**src/sv/ubx_frame_receiver_top_assert.svh**
```systemverilog
// assertion macros for the ubx frame receiver
`ifndef UBX_FRAME_RECEIVER_TOP_ASSERT_SVH
`define UBX_FRAME_RECEIVER_TOP_ASSERT_SVH

// condition in the same cycle
`define UBXFR_ASSERT_SAME(lbl, clk, rst, cond, expr, msg) \
   lbl: assert property (@(posedge clk) disable iff (rst) (cond) |-> (expr)) \
      else $error(msg);

// condition in the next cycle
`define UBXFR_ASSERT_NEXT(lbl, clk, rst, cond, expr, msg) \
   lbl: assert property (@(posedge clk) disable iff (rst) (cond) |=> (expr)) \
      else $error(msg);

`endif

```
**src/sv/ubxfr_pkg.sv**
```systemverilog
package ubxfr_pkg;

   localparam logic [7:0] SYNC_CHAR_1 = 8'hB5;
   localparam logic [7:0] SYNC_CHAR_2 = 8'h62;

   typedef enum logic [3:0] {
      PH_HUNT  = 4'd0,
      PH_SYNC2 = 4'd1,
      PH_CLASS = 4'd2,
      PH_IDENT = 4'd3,
      PH_LENLO = 4'd4,
      PH_LENHI = 4'd5,
      PH_PAY   = 4'd6,
      PH_CKA   = 4'd7,
      PH_CKB   = 4'd8
   } phase_type;

   typedef enum logic {
      KIND_PAYLOAD = 1'b0,
      KIND_DONE    = 1'b1
   } kind_type;

   typedef struct packed {
      kind_type    kind;
      logic [7:0]  msg_class;
      logic [7:0]  msg_ident;
      logic [7:0]  payload_byte;
      logic [15:0] payload_offset;
      logic [15:0] frame_length;
      logic        checksum_ok;
   } rsp_data_type;

endpackage

```
**src/sv/ubxfr_req_if.sv**
```systemverilog
interface ubxfr_req_if;
   logic       valid;
   logic       ready;
   logic [7:0] rx_byte;

   modport source (output valid, output rx_byte, input ready);
   modport sink (input valid, input rx_byte, output ready);
endinterface

```
**src/sv/ubxfr_rsp_if.sv**
```systemverilog
interface ubxfr_rsp_if;
   logic        valid;
   logic        ready;
   logic        kind;
   logic [7:0]  msg_class;
   logic [7:0]  msg_ident;
   logic [7:0]  payload_byte;
   logic [15:0] payload_offset;
   logic [15:0] frame_length;
   logic        checksum_ok;

   modport source (
      output valid, output kind, output msg_class, output msg_ident,
      output payload_byte, output payload_offset, output frame_length,
      output checksum_ok, input ready
   );
   modport sink (
      input valid, input kind, input msg_class, input msg_ident,
      input payload_byte, input payload_offset, input frame_length,
      input checksum_ok, output ready
   );
endinterface

```
**src/sv/ubxfr_in_stage.sv**
```systemverilog
module ubxfr_in_stage (
   input  logic       clock,
   input  logic       reset,
   ubxfr_req_if.sink  req_chan,
   input  logic       advance,
   output logic       in_valid,
   output logic [7:0] in_byte
);
   import ubxfr_pkg::*;

   logic       valid_ff;
   logic [7:0] byte_ff;

   assign req_chan.ready = !valid_ff || advance;
   assign in_valid       = valid_ff;
   assign in_byte        = byte_ff;

   always_ff @(posedge clock) begin
      if (reset) begin
         valid_ff <= 1'b0;
      end else if (req_chan.valid && req_chan.ready) begin
         valid_ff <= 1'b1;
      end else if (advance) begin
         valid_ff <= 1'b0;
      end
   end

   always_ff @(posedge clock) begin
      if (req_chan.valid && req_chan.ready) begin
         byte_ff <= req_chan.rx_byte;
      end
   end
endmodule

```
**src/sv/ubxfr_parser.sv**
```systemverilog
module ubxfr_parser (
   input  logic                    clock,
   input  logic                    reset,
   input  logic                    step,
   input  logic [7:0]              rx_byte,
   output logic                    res_valid,
   output ubxfr_pkg::rsp_data_type res
);
   import ubxfr_pkg::*;

   phase_type   phase_ff, phase_in;
   logic [7:0]  sum_a_ff, sum_a_in;
   logic [7:0]  sum_b_ff, sum_b_in;
   logic [7:0]  class_ff, class_in;
   logic [7:0]  ident_ff, ident_in;
   logic [15:0] length_ff, length_in;
   logic [15:0] count_ff, count_in;
   logic [7:0]  check_ff, check_in;
   logic [7:0]  sum_a_add;
   logic [7:0]  sum_b_add;
   logic        emit;
   logic        last_byte;

   always_ff @(posedge clock) begin
      if (reset) begin
         phase_ff <= PH_HUNT;
      end else if (step) begin
         phase_ff <= phase_in;
      end
   end

   // sums restart at every preamble, header fields before first use
   always_ff @(posedge clock) begin
      if (step) begin
         sum_a_ff  <= sum_a_in;
         sum_b_ff  <= sum_b_in;
         class_ff  <= class_in;
         ident_ff  <= ident_in;
         length_ff <= length_in;
         count_ff  <= count_in;
         check_ff  <= check_in;
      end
   end

   always_comb begin
      phase_in  = phase_ff;
      sum_a_in  = sum_a_ff;
      sum_b_in  = sum_b_ff;
      class_in  = class_ff;
      ident_in  = ident_ff;
      length_in = length_ff;
      count_in  = count_ff;
      check_in  = check_ff;
      emit      = 1'b0;
      sum_a_add = sum_a_ff + rx_byte;
      sum_b_add = sum_b_ff + sum_a_add;
      last_byte = ({1'b0, count_ff} + 17'd1) >= {1'b0, length_ff};

      res.kind           = KIND_PAYLOAD;
      res.msg_class      = class_ff;
      res.msg_ident      = ident_ff;
      res.payload_byte   = 8'd0;
      res.payload_offset = 16'd0;
      res.frame_length   = length_ff;
      res.checksum_ok    = 1'b0;

      unique case (phase_ff)
         PH_SYNC2: begin
            if (rx_byte == SYNC_CHAR_2) begin
               phase_in = PH_CLASS;
               sum_a_in = 8'd0;
               sum_b_in = 8'd0;
            end else if (rx_byte != SYNC_CHAR_1) begin
               phase_in = PH_HUNT;
            end
         end
         PH_CLASS: begin
            class_in = rx_byte;
            sum_a_in = sum_a_add;
            sum_b_in = sum_b_add;
            phase_in = PH_IDENT;
         end
         PH_IDENT: begin
            ident_in = rx_byte;
            sum_a_in = sum_a_add;
            sum_b_in = sum_b_add;
            phase_in = PH_LENLO;
         end
         PH_LENLO: begin
            length_in = {8'd0, rx_byte};
            sum_a_in  = sum_a_add;
            sum_b_in  = sum_b_add;
            phase_in  = PH_LENHI;
         end
         PH_LENHI: begin
            length_in = {rx_byte, length_ff[7:0]};
            sum_a_in  = sum_a_add;
            sum_b_in  = sum_b_add;
            count_in  = 16'd0;
            // empty payload skips straight to the checksum
            phase_in  = ({rx_byte, length_ff[7:0]} == 16'd0) ? PH_CKA : PH_PAY;
         end
         PH_PAY: begin
            sum_a_in           = sum_a_add;
            sum_b_in           = sum_b_add;
            emit               = 1'b1;
            res.payload_byte   = rx_byte;
            res.payload_offset = count_ff;
            count_in           = count_ff + 16'd1;
            if (last_byte) begin
               phase_in = PH_CKA;
            end
         end
         PH_CKA: begin
            check_in = rx_byte;
            phase_in = PH_CKB;
         end
         PH_CKB: begin
            emit            = 1'b1;
            res.kind        = KIND_DONE;
            res.checksum_ok = (check_ff == sum_a_ff) && (rx_byte == sum_b_ff);
            phase_in        = PH_HUNT;
         end
         default: begin
            // hunting, unused codes included
            phase_in = (rx_byte == SYNC_CHAR_1) ? PH_SYNC2 : PH_HUNT;
         end
      endcase
   end

   assign res_valid = step && emit;
endmodule

```
**src/sv/ubxfr_out_stage.sv**
```systemverilog
module ubxfr_out_stage (
   input  logic                    clock,
   input  logic                    reset,
   input  logic                    load_valid,
   input  ubxfr_pkg::rsp_data_type load_data,
   output logic                    advance,
   ubxfr_rsp_if.source             rsp_chan
);
   import ubxfr_pkg::*;

   logic         valid_ff;
   rsp_data_type data_ff;

   assign advance = !valid_ff || rsp_chan.ready;

   always_ff @(posedge clock) begin
      if (reset) begin
         valid_ff <= 1'b0;
      end else if (advance) begin
         valid_ff <= load_valid;
      end
   end

   always_ff @(posedge clock) begin
      if (advance && load_valid) begin
         data_ff <= load_data;
      end
   end

   assign rsp_chan.valid          = valid_ff;
   assign rsp_chan.kind           = data_ff.kind;
   assign rsp_chan.msg_class      = data_ff.msg_class;
   assign rsp_chan.msg_ident      = data_ff.msg_ident;
   assign rsp_chan.payload_byte   = data_ff.payload_byte;
   assign rsp_chan.payload_offset = data_ff.payload_offset;
   assign rsp_chan.frame_length   = data_ff.frame_length;
   assign rsp_chan.checksum_ok    = data_ff.checksum_ok;
endmodule

```
**src/sv/ubx_frame_receiver_top.sv**
```systemverilog
// UBX frame receiver: takes one received byte per transfer, hunts for the
// 0xB5 0x62 preamble, and for every frame gives one result per payload byte
// (kind 0, with the byte and its offset) and then one frame-done result
// (kind 1) carrying class, ID, length and whether the Fletcher checksum
// matched. The frame-done result comes with the second checksum byte; the
// preamble, the header and the first checksum byte give no result. It takes
// one byte every cycle unless stalled. A byte waits in the input register
// after its transfer and is parsed there; its result goes to the result
// register when the parser steps. The request side stalls only while both
// the input and the result register are full and the result is not taken.
module ubx_frame_receiver_top (
   input logic         clock,
   input logic         reset,
   ubxfr_req_if.sink   req_chan,
   ubxfr_rsp_if.source rsp_chan
);
   import ubxfr_pkg::*;

   logic         advance;
   logic         in_valid;
   logic [7:0]   in_byte;
   logic         step;
   logic         res_valid;
   rsp_data_type res;

   assign step = in_valid && advance;

   ubxfr_in_stage u_in_stage (
      .clock    (clock),
      .reset    (reset),
      .req_chan (req_chan),
      .advance  (advance),
      .in_valid (in_valid),
      .in_byte  (in_byte)
   );

   ubxfr_parser u_parser (
      .clock     (clock),
      .reset     (reset),
      .step      (step),
      .rx_byte   (in_byte),
      .res_valid (res_valid),
      .res       (res)
   );

   ubxfr_out_stage u_out_stage (
      .clock      (clock),
      .reset      (reset),
      .load_valid (res_valid),
      .load_data  (res),
      .advance    (advance),
      .rsp_chan   (rsp_chan)
   );

`include "ubx_frame_receiver_top_assert.svh"

   `UBXFR_ASSERT_NEXT(a_result_reaches_output, clock, reset, res_valid,
      rsp_chan.valid && rsp_chan.kind == $past(res.kind)
         && rsp_chan.payload_offset == $past(res.payload_offset),
      "parsed result lost before output register")
   `UBXFR_ASSERT_NEXT(a_input_held_on_stall, clock, reset, in_valid && !advance,
      in_valid && $stable(in_byte), "buffered byte dropped during stall")
   `UBXFR_ASSERT_SAME(a_done_fields_clear, clock, reset, rsp_chan.valid,
      (rsp_chan.kind == KIND_DONE)
         ? (rsp_chan.payload_byte == 8'd0 && rsp_chan.payload_offset == 16'd0)
         : (rsp_chan.checksum_ok == 1'b0),
      "result fields inconsistent with kind")
endmodule

```
**src/flat_wrapper.sv**
```systemverilog
// flat-port wrapper written by rule: the top's interface ports become plain ports
module ubx_frame_receiver_top_flat import ubxfr_pkg::*;
  (clock, reset, req_chan_valid, req_chan_rx_byte, req_chan_ready, rsp_chan_valid, rsp_chan_kind, rsp_chan_msg_class, rsp_chan_msg_ident, rsp_chan_payload_byte, rsp_chan_payload_offset, rsp_chan_frame_length, rsp_chan_checksum_ok, rsp_chan_ready);
  ubxfr_req_if req_chan_i ();
  ubxfr_rsp_if rsp_chan_i ();
  input logic clock;
  input logic reset;
  input wire logic [$bits(req_chan_i.valid)-1:0] req_chan_valid;
  input wire logic [$bits(req_chan_i.rx_byte)-1:0] req_chan_rx_byte;
  output wire logic [$bits(req_chan_i.ready)-1:0] req_chan_ready;
  output wire logic [$bits(rsp_chan_i.valid)-1:0] rsp_chan_valid;
  output wire logic [$bits(rsp_chan_i.kind)-1:0] rsp_chan_kind;
  output wire logic [$bits(rsp_chan_i.msg_class)-1:0] rsp_chan_msg_class;
  output wire logic [$bits(rsp_chan_i.msg_ident)-1:0] rsp_chan_msg_ident;
  output wire logic [$bits(rsp_chan_i.payload_byte)-1:0] rsp_chan_payload_byte;
  output wire logic [$bits(rsp_chan_i.payload_offset)-1:0] rsp_chan_payload_offset;
  output wire logic [$bits(rsp_chan_i.frame_length)-1:0] rsp_chan_frame_length;
  output wire logic [$bits(rsp_chan_i.checksum_ok)-1:0] rsp_chan_checksum_ok;
  input wire logic [$bits(rsp_chan_i.ready)-1:0] rsp_chan_ready;
  assign req_chan_i.valid = req_chan_valid;
  assign req_chan_i.rx_byte = req_chan_rx_byte;
  assign req_chan_ready = req_chan_i.ready;
  assign rsp_chan_valid = rsp_chan_i.valid;
  assign rsp_chan_kind = rsp_chan_i.kind;
  assign rsp_chan_msg_class = rsp_chan_i.msg_class;
  assign rsp_chan_msg_ident = rsp_chan_i.msg_ident;
  assign rsp_chan_payload_byte = rsp_chan_i.payload_byte;
  assign rsp_chan_payload_offset = rsp_chan_i.payload_offset;
  assign rsp_chan_frame_length = rsp_chan_i.frame_length;
  assign rsp_chan_checksum_ok = rsp_chan_i.checksum_ok;
  assign rsp_chan_i.ready = rsp_chan_ready;
  ubx_frame_receiver_top u_core (.clock(clock), .reset(reset), .req_chan(req_chan_i), .rsp_chan(rsp_chan_i));
endmodule
```
**config.mk**
```make
export PLATFORM = sky130hd
export DESIGN_NAME = ubx_frame_receiver_top_flat
export DESIGN_NICKNAME = d
export VERILOG_FILES = /design/src/sv/ubxfr_pkg.sv /design/src/sv/ubxfr_req_if.sv /design/src/sv/ubxfr_rsp_if.sv /design/src/sv/ubxfr_in_stage.sv /design/src/sv/ubxfr_parser.sv /design/src/sv/ubxfr_out_stage.sv /design/src/sv/ubx_frame_receiver_top.sv /design/src/flat_wrapper.sv
export VERILOG_INCLUDE_DIRS = /design/src /design/src/sv
export SDC_FILE = /design/constraint.sdc
export NUM_CORES = 1
export LEC_CHECK = 0
export BUFFER_PORTS_ARGS = -buffer_cell sky130_fd_sc_hd__buf_2
export CORE_MARGIN = 2
export CORE_UTILIZATION = 35
export DETAILED_ROUTE_END_ITERATION = 7
export PLACE_DENSITY = 0.53
export SLEW_MARGIN = 15
export SYNTH_ARGS = -nofsm -noshare
export SYNTH_HDL_FRONTEND = slang
export SYNTH_HIERARCHICAL = 1
export SYNTH_SLANG_ARGS = --single-unit
```
**constraint.sdc**
```tcl
create_clock -name clock -period 8.5 [get_ports clock]
set_input_delay 0.85 -clock clock [delete_from_list [all_inputs] [get_ports clock]]
set_output_delay 0.85 -clock clock [all_outputs]
set_load 0.03 [all_outputs]
```
== After elaboration in Yosys (flattened, before gate mapping) ==
Cells that the tools add are included.
Operators by class
  add/sub/neg operators: 4
  magnitude comparators: 1
  equality and inequality tests: 16
  mux-type cells: 15
  bitwise gates (word level): 1
  reductions and logical operators: 24
Operators with widths (count)
  one-hot mux 16 bit (2 select lines): 2
  one-hot mux 4 bit (8 select lines): 1
  one-hot mux 8 bit (2 select lines): 2
  adder 16 x 1 -> 17 bit, second input constant: 1
  greater-or-equal comparator 17 x 16 -> 1 bit: 1
  adder 16 x 1 -> 16 bit, second input constant: 1
  adder 8 bit: 2
  == test 4 x 3 -> 1 bit, second input constant: 4
  == test 8 bit: 2
  zero test 16 bit: 1
  2-to-1 mux 4 bit: 3
  AND reduction 2 bit: 5
  AND reduction 3 bit: 3
  == test 4 x 2 -> 1 bit, second input constant: 2
  == test 8 x 7 -> 1 bit, second input constant: 1
  == test 8 bit, second input constant: 1
  2-to-1 mux 8 bit: 1
  != test 8 bit, second input constant: 1
  nonzero test 2 bit: 4
  2-to-1 mux 1 bit: 6
  logical AND 1 bit: 5
  OR reduction 5 bit: 1
  == test 4 x 1 -> 1 bit, second input constant: 1
  == test 4 bit, second input constant: 1
  6 further kinds: 9
Word-level totals
  register bits: 144
  input bits: 12
  output and inout port bits: 60
  word-level logic and storage cells: 80

== Longest topological paths before layout ==
  depth in word-level cells: 5
  mapped depth: 14
  depth with buffers taken out: 14

== Cells and area by module ==
Netlist, hierarchy kept.
Modules (own cells, without submodules)
  ubxfr_parser: instances 1, cells an instance 394, area an instance 4439.3 um^2, seq. area each 2242.2 um^2
  ubxfr_out_stage: instances 1, cells an instance 63, area an instance 1796.7 um^2, seq. area each 1761.7 um^2
  ubxfr_in_stage: instances 1, cells an instance 13, area an instance 295.3 um^2, seq. area each 260.2 um^2
  ubx_frame_receiver_top: instances 1, cells an instance 1, area an instance 6.3 um^2, seq. area each 0.0 um^2

== Worst setup path after synthesis ==
OpenSTA, ideal clock, no wires.
  kind: reg-to-reg
  start point: register u_core.u_in_stage.byte_ff[0], in the netlist u_core/u_in_stage/in_byte[0]
  end point: register u_core.u_parser.sum_b_ff[7], data pin
  setup time: 0.261 ns
  arrival time: 2.812 ns
  required time: 8.239 ns
  setup slack: 5.427 ns
  cell stages (with the launch flop): 13
  buffers on the path: 0
  clock period less this slack: 3.073 ns
  cell sequence: edfxtp_1 -> ha_1 -> fa_1 -> a21o_1 -> a21oi_1 -> o21ai_0 -> a21oi_1 -> xnor2_1 -> ha_1 -> o41ai_1 -> xor2_1 -> nand2_1 -> nor3b_1
Between the ends
  cells in the longest elaborated chain, start to end: 3
RTL lines
  from (decl): line ubxfr_in_stage.sv:12  | logic [7:0] byte_ff;
  from (signal assigned): line ubxfr_in_stage.sv:30  | byte_ff <= req_chan.rx_byte;
  adder 8 bit: line ubxfr_parser.sv:55  | sum_a_add = sum_a_ff + rx_byte;
  named net u_core.u_parser.sum_a_add[6]: line ubxfr_parser.sv:19  | logic [7:0] sum_a_add;
  adder 8 bit: line ubxfr_parser.sv:56  | sum_b_add = sum_b_ff + sum_a_add;
  one-hot mux 8 bit (2 select lines): line ubxfr_parser.sv:67  | unique case (phase_ff)
  to (signal assigned): line ubxfr_parser.sv:36  | sum_b_ff <= sum_b_in;
  to (decl): line ubxfr_parser.sv:13  | logic [7:0] sum_b_ff, sum_b_in;
The timed path passes the listed nets, and every way through them passes these cells.
A chain may end at the register's enable or synchronous reset.

== Worst setup path after layout ==
Ends and elaborated chain as after synthesis.

==> results.yml <==
clock_tree:
  max-clock-path-buffers: 2
  hold_buffers: 0
  cts-root-buf: "clkbuf_16"
  cts_buffers: 17
  postCtsSetupRepairBufs: 0
  cts.sinks: 144
  cts_tree: "yes"
  path_clk_slew_ns: 0.06
  cts_resized: 0
  clk_latency_ns: 0.41
  htree_num_levels: 4
setup_path:
  end_kind: "flop"
  start_kind: "flop"
  arrival_ns: 3.58
  r2r_setup_slack_ns: 5.08
  reg2regPathDepth: 12
  path_class: "flop to flop"
  max_stage_delay_ns: 0.55
  critPathSlowestCell: "edfxtp_1"
  crit_chain: "ha_1, fa_1, a21o_1, a21oi_1, o21ai_0, a21oi_1, xnor2_1, ha_1, o41ai_1, xor2_1, nand2_1, nor3b_1"
  crit_path_max_fanout: 10
  cp.required_ns: 8.66
timing:
  fin_tns_setup_ns: 0
  setup_viol: 0
  min_period_ns: 3.42
  rsz0062_at_grt: "false"
  maxSlewViolCount: 0
  worstMarginPinSlew_ns: 1.08
  maxSlewHeadroom_pct: 27.4
  final_hold_viol_count: 0
  period_share_pct: 40.2
  fmax_mhz: 292
  worst_clock_skew_ns: 0.00690
place:
  globalplace.congestion: 0.876
  port_buffers: 71
  dp_hpwl_microns: 9220
  place_area_sq_um: 7160
global_route:
  grt_max_degree: 59
  grt_pass1_vias: 3824
  grt_pass1_wl_microns: 21200
  grtUsageTotal_pct: 14.1
  grt.overflow.total: 0
  antenna_found_initial: 0
route:
  wl_per_cell_microns: 16.8
  wl_microns: 13300
  avgViaCountPerCell: 4.84
  antenna_left: 0
  drc: 0
  dr.pass1.iters: 4
  vias: 3854
  initialDrtViolationCount: 220
floorplanning:
  die_area_sq_um: 19800
  die_height_microns: 141
  initial_core_util_pct: 36.0
  ios: 72
  coreArea_sq_um: 18100
  die_x_microns: 141
  rows: 49
finish:
  final_common_cell: "edfxtp_1"
  syn_to_final_growth_pct: 19.0
  fin_util_pct: 42.9
  final_area_sq_um: 7780
  final_cell_mix: "edfxtp_1 (138), buf_2 (71), and2_1 (52), ha_1 (31), xnor2_1 (26)"
  drive_above_1_share_pct: 21.0
  fin_nets: 599
  diodes: 0
worst_hold_path:
  holdPathStages: 0
  hold_class: "flop to flop"
yosys:
  ys.flop_type: "edfxtp_1"
  yosysUniqueCellTypes: 50
  synth-edff-count: 138
  syn_inst: 471
  ys_seq_area_share_pct: 65.2
  syn-cell-area_sq_um: 6540
  synth_seq_cells: 144
  yosys_warnings: 6
  synthArstFlopShare_pct: 0
  syn-mean-instance-area_sq_um: 13.9
  syn_nets: 516
pwr:
  p_leak_uw: 0.00287
  fin_total_pwr_uw: 1610
  powerDensity_nw_per_um2: 207
  max-vdd-ir-drop_mv: 0.143
flow_run:
  drv_cap: 0
run_status:
  status: "completed"
[critical path: cells and delay by family (launching register included)]
family / cells / cell delay, ns
flops: 1 / 0.55
simple gates: 2 / 0.20
compound gates: 5 / 1.15
xor+xnor: 2 / 0.32
fa+ha+maj: 3 / 0.94
[routing by layer]
layer / up-vias / GRT usage [%] / routed length, microns
met5: - / 0 / 0
met4: 0 / 4.95 / 150
met3: 10 / 3.43 / 495
met2: 76 / 22.0 / 6290
met1: 1878 / 19.3 / 6400
li1: 1890 / - / -
[power breakdown]
part	switching, uW	total [uW]	internal, uW
sequential	10.6	784	774
clock	289	781	491
combinational	26.7	49.6	22.9
total	327	1610	1290
[registers in the layout, indices dropped and copies added (netlist names), 4 cells and up]
register,cells
u_core/u_out_stage/rsp_chan.frame_length,16
u_core/u_out_stage/rsp_chan.payload_offset,16
u_core/u_parser/count_ff,16
u_core/u_parser/length_ff,16
u_core/u_in_stage/in_byte,8
u_core/u_out_stage/rsp_chan.msg_class,8
u_core/u_out_stage/rsp_chan.msg_ident,8
u_core/u_out_stage/rsp_chan.payload_byte,8
u_core/u_parser/check_ff,8
u_core/u_parser/class_ff,8
u_core/u_parser/ident_ff,8
u_core/u_parser/sum_a_ff,8
u_core/u_parser/sum_b_ff,8
u_core/u_parser/phase_ff,4
[synth_stat cells, types with 3 or more instances]
| library cell | count | area share [%] |
|---|---|---|
| nor2b_1 | 13 | 1.2 |
| clkbuf_1 | 7 | 0.40 |
| and3_1 | 15 | 1.4 |
| nand3_1 | 9 | 0.69 |
| nor2_1 | 22 | 1.3 |
| inv_1 | 24 | 1.4 |
| o21ai_0 | 8 | 0.61 |
| nand4_1 | 8 | 0.77 |
| nand2_1 | 14 | 0.80 |
| nor3b_1 | 3 | 0.34 |
| nor4_1 | 3 | 0.29 |
| nor3_1 | 8 | 0.61 |
| xor2_1 | 18 | 2.4 |
| nand2b_1 | 3 | 0.29 |
| xnor2_1 | 26 | 3.5 |
| edfxtp_1 | 138 | 63 |
| dfxtp_1 | 6 | 1.8 |
| a21oi_1 | 16 | 1.2 |
| a21o_1 | 4 | 0.46 |
| and2_1 | 52 | 5.0 |
| ha_1 | 31 | 5.9 |
[cell families (layout without fill, tap and decap cells)]
logic type	after synthesis	in the layout	share of synthesized area (%)
buffers and inverters	35	131	2.22
xor gates and xnor gates	44	44	5.89
adders and majority gates	33	33	6.55
AOI/OAI and AO/OA	48	48	4.94
DFF	144	144	65.2
and+or+nand+nor	167	167	15.2
[through the flow]
step	worst slack (ns)	hold WS (ns)	std cells
after floorplan	5.43	0.400	471
after global placement	5.18	0.408	764
after detailed placement	5.11	0.405	764
after CTS	5.10	0.421	796
after global routing	4.89	0.429	796
final	5.08	0.421	796
[path summary, 6_finish.rpt]
| path | startpoint | to |
|---|---|---|
| worst max register to register | u_core/u_in_stage/in_byte[0]$_DFFE_PP_ | u_core/u_parser/sum_b_ff[7]$_SDFFCE_PP0P_ |
| worst min register to register | u_core/u_parser/ident_ff[3]$_DFFE_PP_ | u_core/u_out_stage/rsp_chan.msg_ident[3]$_DFFE_PP_ |
| worst min-delay path | u_core/u_parser/ident_ff[3]$_DFFE_PP_ | u_core/u_out_stage/rsp_chan.msg_ident[3]$_DFFE_PP_ |
| worst max-delay path | u_core/u_in_stage/in_byte[0]$_DFFE_PP_ | u_core/u_parser/sum_b_ff[7]$_SDFFCE_PP0P_ |
[layout make-up]
class	count	area (sq um)
multi-input combinational	292	2140
clock buffer	18	429
fill	1679	10400
tap	229	287
clock inverter	14	188
timing repair buffer	75	385
inverter	24	90.1
sequential	144	4260
Power figures use the tool's default switching activity.
